`config.mk`:
```
export PLATFORM = sky130hd
export DESIGN_NAME = sparse_polynomial_add_sub
export DESIGN_NICKNAME = d
export VERILOG_FILES = /design/src/hdl/spas_pkg.sv /design/src/hdl/spas_ram.sv /design/src/hdl/sparse_polynomial_add_sub.sv
export SDC_FILE = /design/constraint.sdc
export NUM_CORES = 2
export LEC_CHECK = 0
export BUFFER_PORTS_ARGS = -buffer_cell sky130_fd_sc_hd__buf_2
export CAP_MARGIN = 20
export CORE_MARGIN = 2
export CORE_UTILIZATION = 63
export DETAILED_ROUTE_END_ITERATION = 8
export PLACE_DENSITY = 0.79
export REMOVE_ABC_BUFFERS = 1
export SLEW_MARGIN = 5
export SYNTH_ARGS = -nofsm -noshare
export SYNTH_HDL_FRONTEND = slang
export SYNTH_SLANG_ARGS = --single-unit
```
`constraint.sdc`:
```
create_clock -name clk_i -period 8.1 [get_ports clk_i]
set_clock_uncertainty 0.05 [all_clocks]
set_input_delay 0.405 -clock clk_i [delete_from_list [all_inputs] [get_ports clk_i]]
set_output_delay 0.405 -clock clk_i [all_outputs]
set_load 0.005 [all_outputs]
```
`src/hdl/spas_pkg.sv`:
```
`timescale 1ns / 1ps

package spas_pkg;

  localparam int unsigned TERM_DEPTH = 32;
  localparam int unsigned LEN_W      = $clog2(TERM_DEPTH + 1);
  localparam int unsigned ADDR_W     = (TERM_DEPTH > 1) ? $clog2(TERM_DEPTH) : 1;
  localparam int unsigned EXPO_W     = 16;
  localparam int unsigned COEF_W     = 32;
  localparam int unsigned SUM_W      = COEF_W + 2;

  localparam logic signed [SUM_W-1:0] COEF_MAX = SUM_W'(64'sd2147483647);
  localparam logic signed [SUM_W-1:0] COEF_MIN = -SUM_W'(64'sd2147483648);

  typedef enum logic [1:0] {
    OP_LOAD_FIRST  = 2'd0,
    OP_LOAD_SECOND = 2'd1,
    OP_EMIT_SUM    = 2'd2,
    OP_EMIT_DIFF   = 2'd3
  } opcode_e;

  typedef enum logic [1:0] {
    ST_IDLE,
    ST_FETCH,
    ST_MERGE
  } state_e;

  typedef struct packed {
    logic signed [COEF_W-1:0] coef;
    logic signed [EXPO_W-1:0] expo;
  } term_t;

endpackage

```
`src/hdl/spas_ram.sv`:
```
`timescale 1ns / 1ps

module spas_ram #(
  parameter int unsigned WIDTH = 8,
  parameter int unsigned DEPTH = 2
) (
  input  logic                                   clk_i,
  input  logic                                   we_i,
  input  logic [((DEPTH > 1) ? $clog2(DEPTH) : 1)-1:0] waddr_i,
  input  logic [WIDTH-1:0]                       wdata_i,
  input  logic [((DEPTH > 1) ? $clog2(DEPTH) : 1)-1:0] raddr_i,
  output logic [WIDTH-1:0]                       rdata_o
);

  logic [WIDTH-1:0] mem_q [DEPTH];
  logic [WIDTH-1:0] rdata_q;

  always_ff @(posedge clk_i) begin
    if (we_i) begin
      mem_q[waddr_i] <= wdata_i;
    end
    rdata_q <= mem_q[raddr_i];
  end

  assign rdata_o = rdata_q;

endmodule

```
`src/hdl/sparse_polynomial_add_sub.sv`:
```
`timescale 1ns / 1ps

// sparse polynomial adder / subtractor
// input channel s_axis: tuser carries the opcode (load first, load second,
// emit sum, emit difference), tdata carries the term exponent and coefficient.
// a load request is taken while idle and appends the term to its store
// (32 terms each; terms must be loaded in descending exponent order, which the
// block does not enforce); a load into a full store is dropped and flagged on the next emitted run.
// an emit request merges both stores through one shared saturating adder:
// each merged term passes a fetch state (store read, set by the registered
// read of the term memories) and a merge state (compare and add).
// tready stays low for the whole emit; both stores and the drop flag clear
// once the last term is registered. an emit with both stores empty gives no
// output and returns to idle from the fetch state.
// output channel m_axis: tdata holds exponent and coefficient, tuser the
// saturated and dropped flags, tlast marks the final term of a run.
// results sit in an output register; while the receiver stalls, the merge
// waits and no term is lost. loads may be taken while a result still waits.
// reset empties both stores and clears the drop flag and the output valid flag.

module sparse_polynomial_add_sub
  import spas_pkg::*;
(
  input  logic        clk_i,
  input  logic        rst_ni,
  input  logic        s_axis_tvalid,
  output logic        s_axis_tready,
  input  logic [47:0] s_axis_tdata,  // term_exponent[15:0], term_coefficient[47:16]
  input  logic [1:0]  s_axis_tuser,  // opcode[1:0]
  output logic        m_axis_tvalid,
  input  logic        m_axis_tready,
  output logic [47:0] m_axis_tdata,  // out_exponent[15:0], out_coefficient[47:16]
  output logic [1:0]  m_axis_tuser,  // saturated[0], dropped_terms[1]
  output logic        m_axis_tlast   // last_term
);

  state_e state_q, state_d;

  logic [LEN_W-1:0] len1_q, len1_d, len2_q, len2_d;
  logic [LEN_W-1:0] i_q, i_d, j_q, j_d;
  logic             drop_q, drop_d;
  logic             diff_q, diff_d;

  logic  out_valid_q, out_valid_d;
  term_t out_term_q, out_term_d;
  logic  out_sat_q, out_sat_d;
  logic  out_drop_q, out_drop_d;
  logic  out_last_q, out_last_d;

  opcode_e in_op;
  term_t   in_term;
  logic    in_req;
  logic    is_load, is_emit;

  term_t t1, t2;
  logic  we1, we2;
  logic  have1, have2, take_both, take1, take2;
  logic  out_free, step, merge_last, finish;
  logic [LEN_W-1:0] i_next, j_next;

  logic signed [SUM_W-1:0] add_a, add_b, b_raw, sum;
  logic                    sat_hi, sat_lo;

  assign in_op   = opcode_e'(s_axis_tuser);
  assign in_term = term_t'(s_axis_tdata);
  assign in_req  = s_axis_tvalid && s_axis_tready;
  assign is_load = (in_op == OP_LOAD_FIRST) || (in_op == OP_LOAD_SECOND);
  assign is_emit = !is_load;

  assign we1 = in_req && (in_op == OP_LOAD_FIRST) && (len1_q < LEN_W'(TERM_DEPTH));
  assign we2 = in_req && (in_op == OP_LOAD_SECOND) && (len2_q < LEN_W'(TERM_DEPTH));

  spas_ram #(
    .WIDTH ($bits(term_t)),
    .DEPTH (TERM_DEPTH)
  ) u_first_store (
    .clk_i   (clk_i),
    .we_i    (we1),
    .waddr_i (len1_q[ADDR_W-1:0]),
    .wdata_i (in_term),
    .raddr_i (i_q[ADDR_W-1:0]),
    .rdata_o (t1)
  );

  spas_ram #(
    .WIDTH ($bits(term_t)),
    .DEPTH (TERM_DEPTH)
  ) u_second_store (
    .clk_i   (clk_i),
    .we_i    (we2),
    .waddr_i (len2_q[ADDR_W-1:0]),
    .wdata_i (in_term),
    .raddr_i (j_q[ADDR_W-1:0]),
    .rdata_o (t2)
  );

  // merge selection
  assign have1     = i_q < len1_q;
  assign have2     = j_q < len2_q;
  assign take_both = have1 && have2 && (t1.expo == t2.expo);
  assign take1     = !take_both && (!have2 || (have1 && (t1.expo > t2.expo)));
  assign take2     = !take_both && !take1;
  assign i_next    = (take1 || take_both) ? i_q + LEN_W'(1) : i_q;
  assign j_next    = (take2 || take_both) ? j_q + LEN_W'(1) : j_q;
  assign merge_last = (i_next >= len1_q) && (j_next >= len2_q);

  assign out_free = !out_valid_q || m_axis_tready;
  assign step     = (state_q == ST_MERGE) && out_free;
  assign finish   = ((state_q == ST_FETCH) && !have1 && !have2) || (step && merge_last);

  // shared saturating adder
  assign add_a  = take2 ? '0 : SUM_W'(t1.coef);
  assign b_raw  = take1 ? '0 : SUM_W'(t2.coef);
  assign add_b  = diff_q ? -b_raw : b_raw;
  assign sum    = add_a + add_b;
  assign sat_hi = sum > COEF_MAX;
  assign sat_lo = sum < COEF_MIN;

  always_comb begin
    state_d = state_q;
    unique case (state_q)
      ST_IDLE: begin
        if (in_req && is_emit) begin
          state_d = ST_FETCH;
        end
      end
      ST_FETCH: begin
        state_d = (have1 || have2) ? ST_MERGE : ST_IDLE;
      end
      ST_MERGE: begin
        if (step) begin
          state_d = merge_last ? ST_IDLE : ST_FETCH;
        end
      end
      default: state_d = ST_IDLE;
    endcase
  end

  always_comb begin
    len1_d      = len1_q;
    len2_d      = len2_q;
    i_d         = i_q;
    j_d         = j_q;
    drop_d      = drop_q;
    diff_d      = diff_q;
    out_valid_d = out_valid_q && !m_axis_tready;
    out_term_d  = out_term_q;
    out_sat_d   = out_sat_q;
    out_drop_d  = out_drop_q;
    out_last_d  = out_last_q;

    if (we1) begin
      len1_d = len1_q + LEN_W'(1);
    end
    if (we2) begin
      len2_d = len2_q + LEN_W'(1);
    end
    if (in_req && is_load && !we1 && !we2) begin
      drop_d = 1'b1;
    end
    if (in_req && is_emit) begin
      i_d    = '0;
      j_d    = '0;
      diff_d = (in_op == OP_EMIT_DIFF);
    end

    if (step) begin
      i_d             = i_next;
      j_d             = j_next;
      out_valid_d     = 1'b1;
      out_term_d.expo = take2 ? t2.expo : t1.expo;
      if (sat_hi) begin
        out_term_d.coef = COEF_W'(COEF_MAX);
      end else if (sat_lo) begin
        out_term_d.coef = COEF_W'(COEF_MIN);
      end else begin
        out_term_d.coef = sum[COEF_W-1:0];
      end
      out_sat_d  = sat_hi || sat_lo;
      out_drop_d = drop_q;
      out_last_d = merge_last;
    end

    if (finish) begin
      len1_d = '0;
      len2_d = '0;
      drop_d = 1'b0;
    end
  end

  always_ff @(posedge clk_i or negedge rst_ni) begin
    if (!rst_ni) begin
      state_q     <= ST_IDLE;
      len1_q      <= '0;
      len2_q      <= '0;
      i_q         <= '0;
      j_q         <= '0;
      drop_q      <= 1'b0;
      diff_q      <= 1'b0;
      out_valid_q <= 1'b0;
    end else begin
      state_q     <= state_d;
      len1_q      <= len1_d;
      len2_q      <= len2_d;
      i_q         <= i_d;
      j_q         <= j_d;
      drop_q      <= drop_d;
      diff_q      <= diff_d;
      out_valid_q <= out_valid_d;
    end
  end

  always_ff @(posedge clk_i) begin
    out_term_q <= out_term_d;
    out_sat_q  <= out_sat_d;
    out_drop_q <= out_drop_d;
    out_last_q <= out_last_d;
  end

  assign s_axis_tready = (state_q == ST_IDLE);
  assign m_axis_tvalid = out_valid_q;
  assign m_axis_tdata  = out_term_q;
  assign m_axis_tuser  = {out_drop_q, out_sat_q};
  assign m_axis_tlast  = out_last_q;

  a_len_bound : assert property (@(posedge clk_i) disable iff (!rst_ni)
    (len1_q <= LEN_W'(TERM_DEPTH)) && (len2_q <= LEN_W'(TERM_DEPTH)))
    else $error("store length beyond depth");

  a_index_bound : assert property (@(posedge clk_i) disable iff (!rst_ni)
    (state_q != ST_IDLE) |-> ((i_q <= len1_q) && (j_q <= len2_q)))
    else $error("merge index beyond store length");

  a_clear_after_run : assert property (@(posedge clk_i) disable iff (!rst_ni)
    (step && merge_last) |=> ((len1_q == '0) && (len2_q == '0) && !drop_q
                              && m_axis_tvalid && m_axis_tlast))
    else $error("stores not cleared after last term");

  a_no_overwrite : assert property (@(posedge clk_i) disable iff (!rst_ni)
    (state_q == ST_MERGE && out_valid_q && !m_axis_tready)
      |=> (state_q == ST_MERGE && i_q == $past(i_q) && j_q == $past(j_q)))
    else $error("merge advanced while result was stalled");

endmodule

```
## After elaboration in Yosys (flattened, before gate mapping)

Memory sizes are Yosys's and may differ from the RTL's. A register that Yosys moved wholly into a read port is not among the register bits.
Cells that the tools add are included.

- Flip-flop bits (word level): 80
- Latch bits: 0
- Bits in writable memories: 3,072
- ROM bits: 0
- Input port bits: 54
- Output and inout bits: 53
- Logic and storage cells: 107
- Memories kept: 2

- Add/sub/neg operators: 6
- Multiply operators: 0
- Div/mod/pow operators: 0
- $lt $le $gt $ge: 9
- Equality and inequality tests: 7
- Shifts and indexed selects: 0
- Mux-type cells: 26
- Bitwise operators: 0
- Reductions and logical operators: 44

Memories:

| name | words | bits a word | read ports | clocked after Yosys merged registers in | write ports | RTL line | RTL |
|---|---|---|---|---|---|---|---|
| u_first_store.mem_q | 32 | 48 | 1 | 1 | 1 | spas_ram.sv:15 | `logic [WIDTH-1:0] mem_q [DEPTH];` |
| u_second_store.mem_q | 32 | 48 | 1 | 1 | 1 | spas_ram.sv:15 |  |

Operator list:

| cell | number |
|---|---|
| $mux W34 | 3 |
| $mux W6 | 9 |
| $add A34 B34 Y34 | 1 |
| $gt A34 B32 Y1 const B | 1 |
| $lt A34 B32 Y1 const B | 1 |
| $neg A34 Y34 | 1 |
| $mux W32 | 1 |
| $add A6 B1 Y6 const B | 4 |
| $logic_and A1 B1 Y1 | 20 |
| $eq A16 B16 Y1 | 1 |
| $gt A16 B16 Y1 | 1 |
| $mux W16 | 1 |
| $ge A6 B6 Y1 | 2 |
| $lt A6 B6 Y1 | 2 |
| $lt A6 B6 Y1 const B | 2 |
| $logic_not A1 Y1 | 9 |
| $logic_or A1 B1 Y1 | 8 |
| $mux W1 | 8 |
| $reduce_bool A2 Y1 | 4 |
| $mux W2 | 3 |
| $pmux W2 S3 | 1 |
| $eq A2 B1 Y1 const B | 2 |
| $eq A2 B2 Y1 const B | 2 |
| $logic_not A2 Y1 | 2 |
| 3 further kinds | 3 |

## Longest topological paths before layout

- Depth after elaboration: 14
- Gate-level depth with buffers: 29
- Mapped depth without buffers: 25

## Modules after synthesis

From an unflattened synthesis, not the netlist that was laid out.

- Cell total of the unflattened synthesis: 7,616
- Area total of the unflattened synthesis: 129,036.3 um2

By module, submodules not included:

| module | instances | cells each | area each (um2) | seq. area each (um2) |
|---|---|---|---|---|
| spas_ram | 2 | 3,364 | 60,724.5 | 47,085.2 |
| sparse_polynomial_add_sub | 1 | 888 | 7,587.3 | 2,257.2 |

## Least setup slack after synthesis

Ideal clock, no wire load.

- Kind: flip-flop to flip-flop
- From: register u_second_store.rdata_q[5], in the netlist u_second_store.rdata_o[5] (read register of u_second_store.mem_q)
- To: register out_term_q, in the netlist m_axis_tdata[27], data pin
- Library setup time: 255 ps
- Arrival: 5,611 ps
- Required time: 7,795 ps
- Path slack: 2,184 ps
- Stages on the path, launching flop included: 28
- Path buffers: 5
- Clock period less this slack: 5,916 ps
- Cell sequence: dfxtp_1 > inv_1 > ha_1 > a21o_1 > nand3_1 > a211oi_1 > or4_1 > mux2i_1 > o31a_1 > buf_2 > buf_2 > buf_2 > nand2_1 > ha_1 > nor2b_1 > clkbuf_1 > xnor2_1 > ha_1 > o21a_1 > a2111oi_2 > nor3_1 > o21ai_1 > a21boi_1 > a221o_1 > nand4_2 > o211ai_2 > buf_2 > a31o_1

- Word-level cells in the longest chain between the ends: 10
- Elaborated cells on any way between the ends: 17
- Classes of those cells: add/sub (2); order compare (3); eq/ne (1); mux (4); reduce/logical (7)

RTL lines:

| element | RTL line | RTL |
|---|---|---|
| start, declared | spas_ram.sv:16 | `logic [WIDTH-1:0] rdata_q;` |
| $gt A16 B16 Y1 or $eq A16 B16 Y1 (tied branches) | sparse_polynomial_add_sub.sv:101, sparse_polynomial_add_sub.sv:100 |  |
| $logic_and A1 B1 Y1 (on tied branches) | sparse_polynomial_add_sub.sv:101, sparse_polynomial_add_sub.sv:100 |  |
| $logic_or A1 B1 Y1 or $logic_not A1 Y1 (tied branches) | sparse_polynomial_add_sub.sv:101, sparse_polynomial_add_sub.sv:102 |  |
| $logic_and A1 B1 Y1 | sparse_polynomial_add_sub.sv:101 | `assign take1 = !take_both && (!have2 \|\| (have1 && (t1.expo > t2.expo)));` |
| $mux W34 or $logic_not A1 Y1 (tied branches) | sparse_polynomial_add_sub.sv:113, sparse_polynomial_add_sub.sv:102 |  |
| $neg A34 Y34 or $logic_and A1 B1 Y1 (tied branches) | sparse_polynomial_add_sub.sv:114, sparse_polynomial_add_sub.sv:102 |  |
| $mux W34 (on tied branches) | sparse_polynomial_add_sub.sv:114, sparse_polynomial_add_sub.sv:112 |  |
| $add A34 B34 Y34 (*) | sparse_polynomial_add_sub.sv:115 | `assign sum = add_a + add_b;` |
| $lt A34 B32 Y1 | sparse_polynomial_add_sub.sv:117 | `assign sat_lo = sum < COEF_MIN;` |
| $mux W32 | sparse_polynomial_add_sub.sv:174 | `end else if (sat_lo) begin` |
| end signal, assigned | sparse_polynomial_add_sub.sv:214 | `out_term_q <= out_term_d;` |
| end, declared | sparse_polynomial_add_sub.sv:45 | `term_t out_term_q, out_term_d;` |

Mark *: on every way between the ends. The rest lies on a longest branch, timed or not.
A chain may end at the register's enable or synchronous reset.

## Worst setup path after layout

- From: register u_second_store.rdata_q[15], in the netlist u_second_store.rdata_o[15] (read register of u_second_store.mem_q)
- To: register out_term_q, in the netlist m_axis_tdata[27], data pin

Same word-level chain as after synthesis.

==> out/metrics.yaml <==
cts_buffer_depth: 4
drive_gt1_share_pct: 31.5
viasPerCell: 7.21
cts_tree: "built"
cts_sinks: 3248
p_per_area_mw_per_mm2: 315
synthToLayoutAreaGrowth_pct: 12.8
num_vias: 62200
comb_power_share_pct: 22.8
slew_headroom_pct: 19.2
hold_path_class: "in -> reg"
htreeDepth: 5
fin_nets: 5873
drt_iter0_drc: 9796
die_h_um: 450
cts_resized: 0
sequentialPowerShare_pct: 43.9
start_kind: "register"
initial_core_util_pct: 63.5
synth_top_area_share_pct: 74.7
synth_largest_area_cell: "edfxtp_1"
preCtsSetupSlack_ns: 0.848
hpwlAfterDp_mm: 167
core-area_mm2: 0.198
max-cap-violations: 0
finalSetupTns_ns: 0
numCtsBuffers: 327
finalHoldViolations: 0
synth_edf_count: 3123
critical_path.endpoint_type: "register"
ant_nets: 0
drv_slew: 0
worst_slack_ns: 0.627
min_period_ns: 7.47
wl_per_cell_um: 38.7
hold_ws_ns: 0.0195
clk_pin_slew_ns: 0.06
fp.dieW_um: 450
p_int_uw: 32400
final.fill_count: 10600
yosysSeqAreaShare_pct: 76.8
overflow: 0
worstPathRequired_ns: 8.84
peakVddDrop_uv: 483
ys_top_cells_by_area: "edfxtp_1 (75%), mux4_2 (17%), dfxtp_1 (1.5%)"
crit_arrival_ns: 8.22
ys_types: 75
switchingPower_uw: 12300
ys.flop_type: "edfxtp_1"
fin_crit_sh_pct: 92.3
yosysWarnings: 0
grt_usage_pct: 33.1
tightest_slew_ns: 1.21
netlist_area_mm2: 0.126
wl_mm: 334
place_area_mm2: 0.130
antenna_found_initial: 8
clkPwrFrac_pct: 33.2
syn_inst: 5360
row_count: 163
finalSetupViolations: 0
grt_setup_unrepaired: "false"
portBuffers: 106
ys_seq_elements: 3248
p_leak_uw: 0.0437
grt_pass1_vias: 63100
status: "finished, final reports clean"
gp_congestion: 0.915
postLayoutCellArea_mm2: 0.142
path_max_fanout: 32
drc: 0
crit_type: "reg -> reg"
async_reset_ff_share_pct: 0.893
max_freq_ghz: 0.134
synth_common_cells: "edfxtp_1 (3,123), mux4_2 (960), clkbuf_1 (172), nor2_1 (122), mux2_2 (114)"
io_pins: 107
cts_root_buffer: "clkbuf_16"
yosysMostFrequentCell: "edfxtp_1"
grt_pass1_wl_mm: 469
syn_area_per_cell_um2: 23.4
insertion_delay_ns: 0.96
grt_max_degree: 151
switching_share_pct: 27.5
firstDrtPassIters: 6
dieArea_mm2: 0.203
layer usage:
metal  share of wire (%)  global-route usage [%]  wire length, um  up-vias
met5               0.012                       0               41        -
met4                 5.4                    15.4            18000        6
met3                  10                    6.41            33300      872
met2                  50                    53.5           166000     4763
met1                  35                    44.2           116000    33000
li1                    -                       -                -    23600
logic make-up after synthesis:
kind of cell	Yosys count	share of synthesized area, %
AOI/OAI and AO/OA	237	1.33
xor gates and xnor gates	62	0.432
adders and majority gates	83	0.833
buffers and inverters	311	0.968
DFF	3248	76.8
muxes	1079	18.3
and+or+nand+nor	340	1.35
worst max-delay path, cell delays in order (launching register included):
cell	delay [ns]
dfxtp_1	0.35
inv_1	0.05
ha_1	0.35
nand4_1	0.27
a211oi_1	0.08
or4_1	0.62
mux2i_1	0.30
o31a_2	0.49
nand2_1	0.16
ha_1	0.28
nor2b_1	0.44
nor2_1	0.30
a311oi_1	0.47
ha_1	0.37
and4_1	0.24
and2_1	0.16
a22oi_1	0.20
o221a_1	0.25
a21boi_1	0.15
a221o_1	0.39
a31o_4	0.26
a22oi_4	0.85
a31o_1	0.20
area by class of cell:
class / count / area, um2 / area share (%)
flip-flops and latches: 3248 / 96500 / 68.1
diodes: 7 / 17.5 / 0.0124
inverters: 47 / 178 / 0.126
clock buffers: 422 / 8870 / 6.26
repair buffers: 311 / 2870 / 2.03
clock inverters: 151 / 1450 / 1.02
multi-input cells: 1801 / 28400 / 20.1
well taps: 2640 / 3300 / 2.33
power groups by stage:
stage | Sequential [uW] | Combinational, uW | Clock (uW)
3_5_place_dp | 19900 | 9810 | 0
3_3_place_gp | 19900 | 9660 | 0
6_report | 19600 | 10200 | 14800
4_1_cts | 19600 | 10100 | 14900
5_1_grt | 19600 | 10800 | 15500
2_1_floorplan | 20400 | 9060 | 0
flip-flops by register name, indices dropped and copies added (netlist names):
| register | count |
|---|---|
| len1_q | 6 |
| out_sat_q | 1 |
| u_first_store.rdata_o | 48 |
| len2_q | 6 |
| m_axis_tdata | 48 |
| drop_q | 1 |
| diff_q | 1 |
| out_drop_q | 1 |
| u_second_store.rdata_o | 48 |
| i_q | 6 |
| m_axis_tlast | 1 |
| j_q | 6 |
| u_first_store.mem_q | 1536 |
| m_axis_tvalid | 1 |
| state_q | 2 |
| u_second_store.mem_q | 1536 |
path summary, 6_finish.rpt:
path / startpoint / endpoint / slack (ns) / cells past startpoint
worst max-delay path: u_second_store.rdata_o[15]$_DFF_P_ / m_axis_tdata[27]$_SDFFCE_PN1P_ / 0.63 / 22
worst min register to register: drop_q$_DFFE_PN0P_ / out_drop_q$_DFFE_PP_ / 0.41 / 0
worst min-delay path: s_axis_tdata[34] / u_second_store.mem_q[24][34]$_DFFE_PP_ / 0.02 / 1
min in group asynchronous: rst_ni / m_axis_tvalid$_DFF_PN0_ / 0.04 / 2
max in group asynchronous: rst_ni / i_q[3]$_DFFE_PN0P_ / 7.30 / 2
worst max register to register: u_second_store.rdata_o[15]$_DFF_P_ / m_axis_tdata[27]$_SDFFCE_PN1P_ / 0.63 / 22
timing repair:
| action | 4_1_cts | 5_1_grt |
|---|---|---|
| setup buffers | 0 | 0 |
| hold buffers | 6 | 41 |
| endpoints found under the hold margin | 38 | 913 |
cell usage in the layout, fill, tap and decap left out, types with 11 or more instances in the layout:
cell type and count:
nor2_1 57, xnor2_1 51, o21ai_0 35, inv_1 46
a21o_1 47, nor3_1 15, clkinv_2 55, nand2_1 57
a21oi_1 48, buf_2 107, and2_1 50, mux4_2 960
clkbuf_8 24, ha_1 82, xor2_1 11, buf_4 105
dlygate4sd3_1 47, nor2_4 65, nand3_1 22, buf_12 47
a211oi_1 11, clkbuf_16 331, mux2_2 114, nand2b_1 15
clkinv_1 52, bufinv_16 28, clkbuf_1 66, dfrtp_1 19
edfxtp_1 3123, dfxtp_1 96, nand4_1 15, o31ai_1 13
stage by stage:
stage / total power (uW) / std cells / utilization [%]
floorplan: 29500 / 5096 / -
global placement: 29600 / 7952 / 65.7
detailed placement: 29700 / 7953 / 65.7
CTS: 44600 / 8532 / 70.9
global route: 45900 / 8621 / 71.6
finish: 44600 / 8627 / 71.6
No activity file was read; power rests on OpenSTA's default activity.
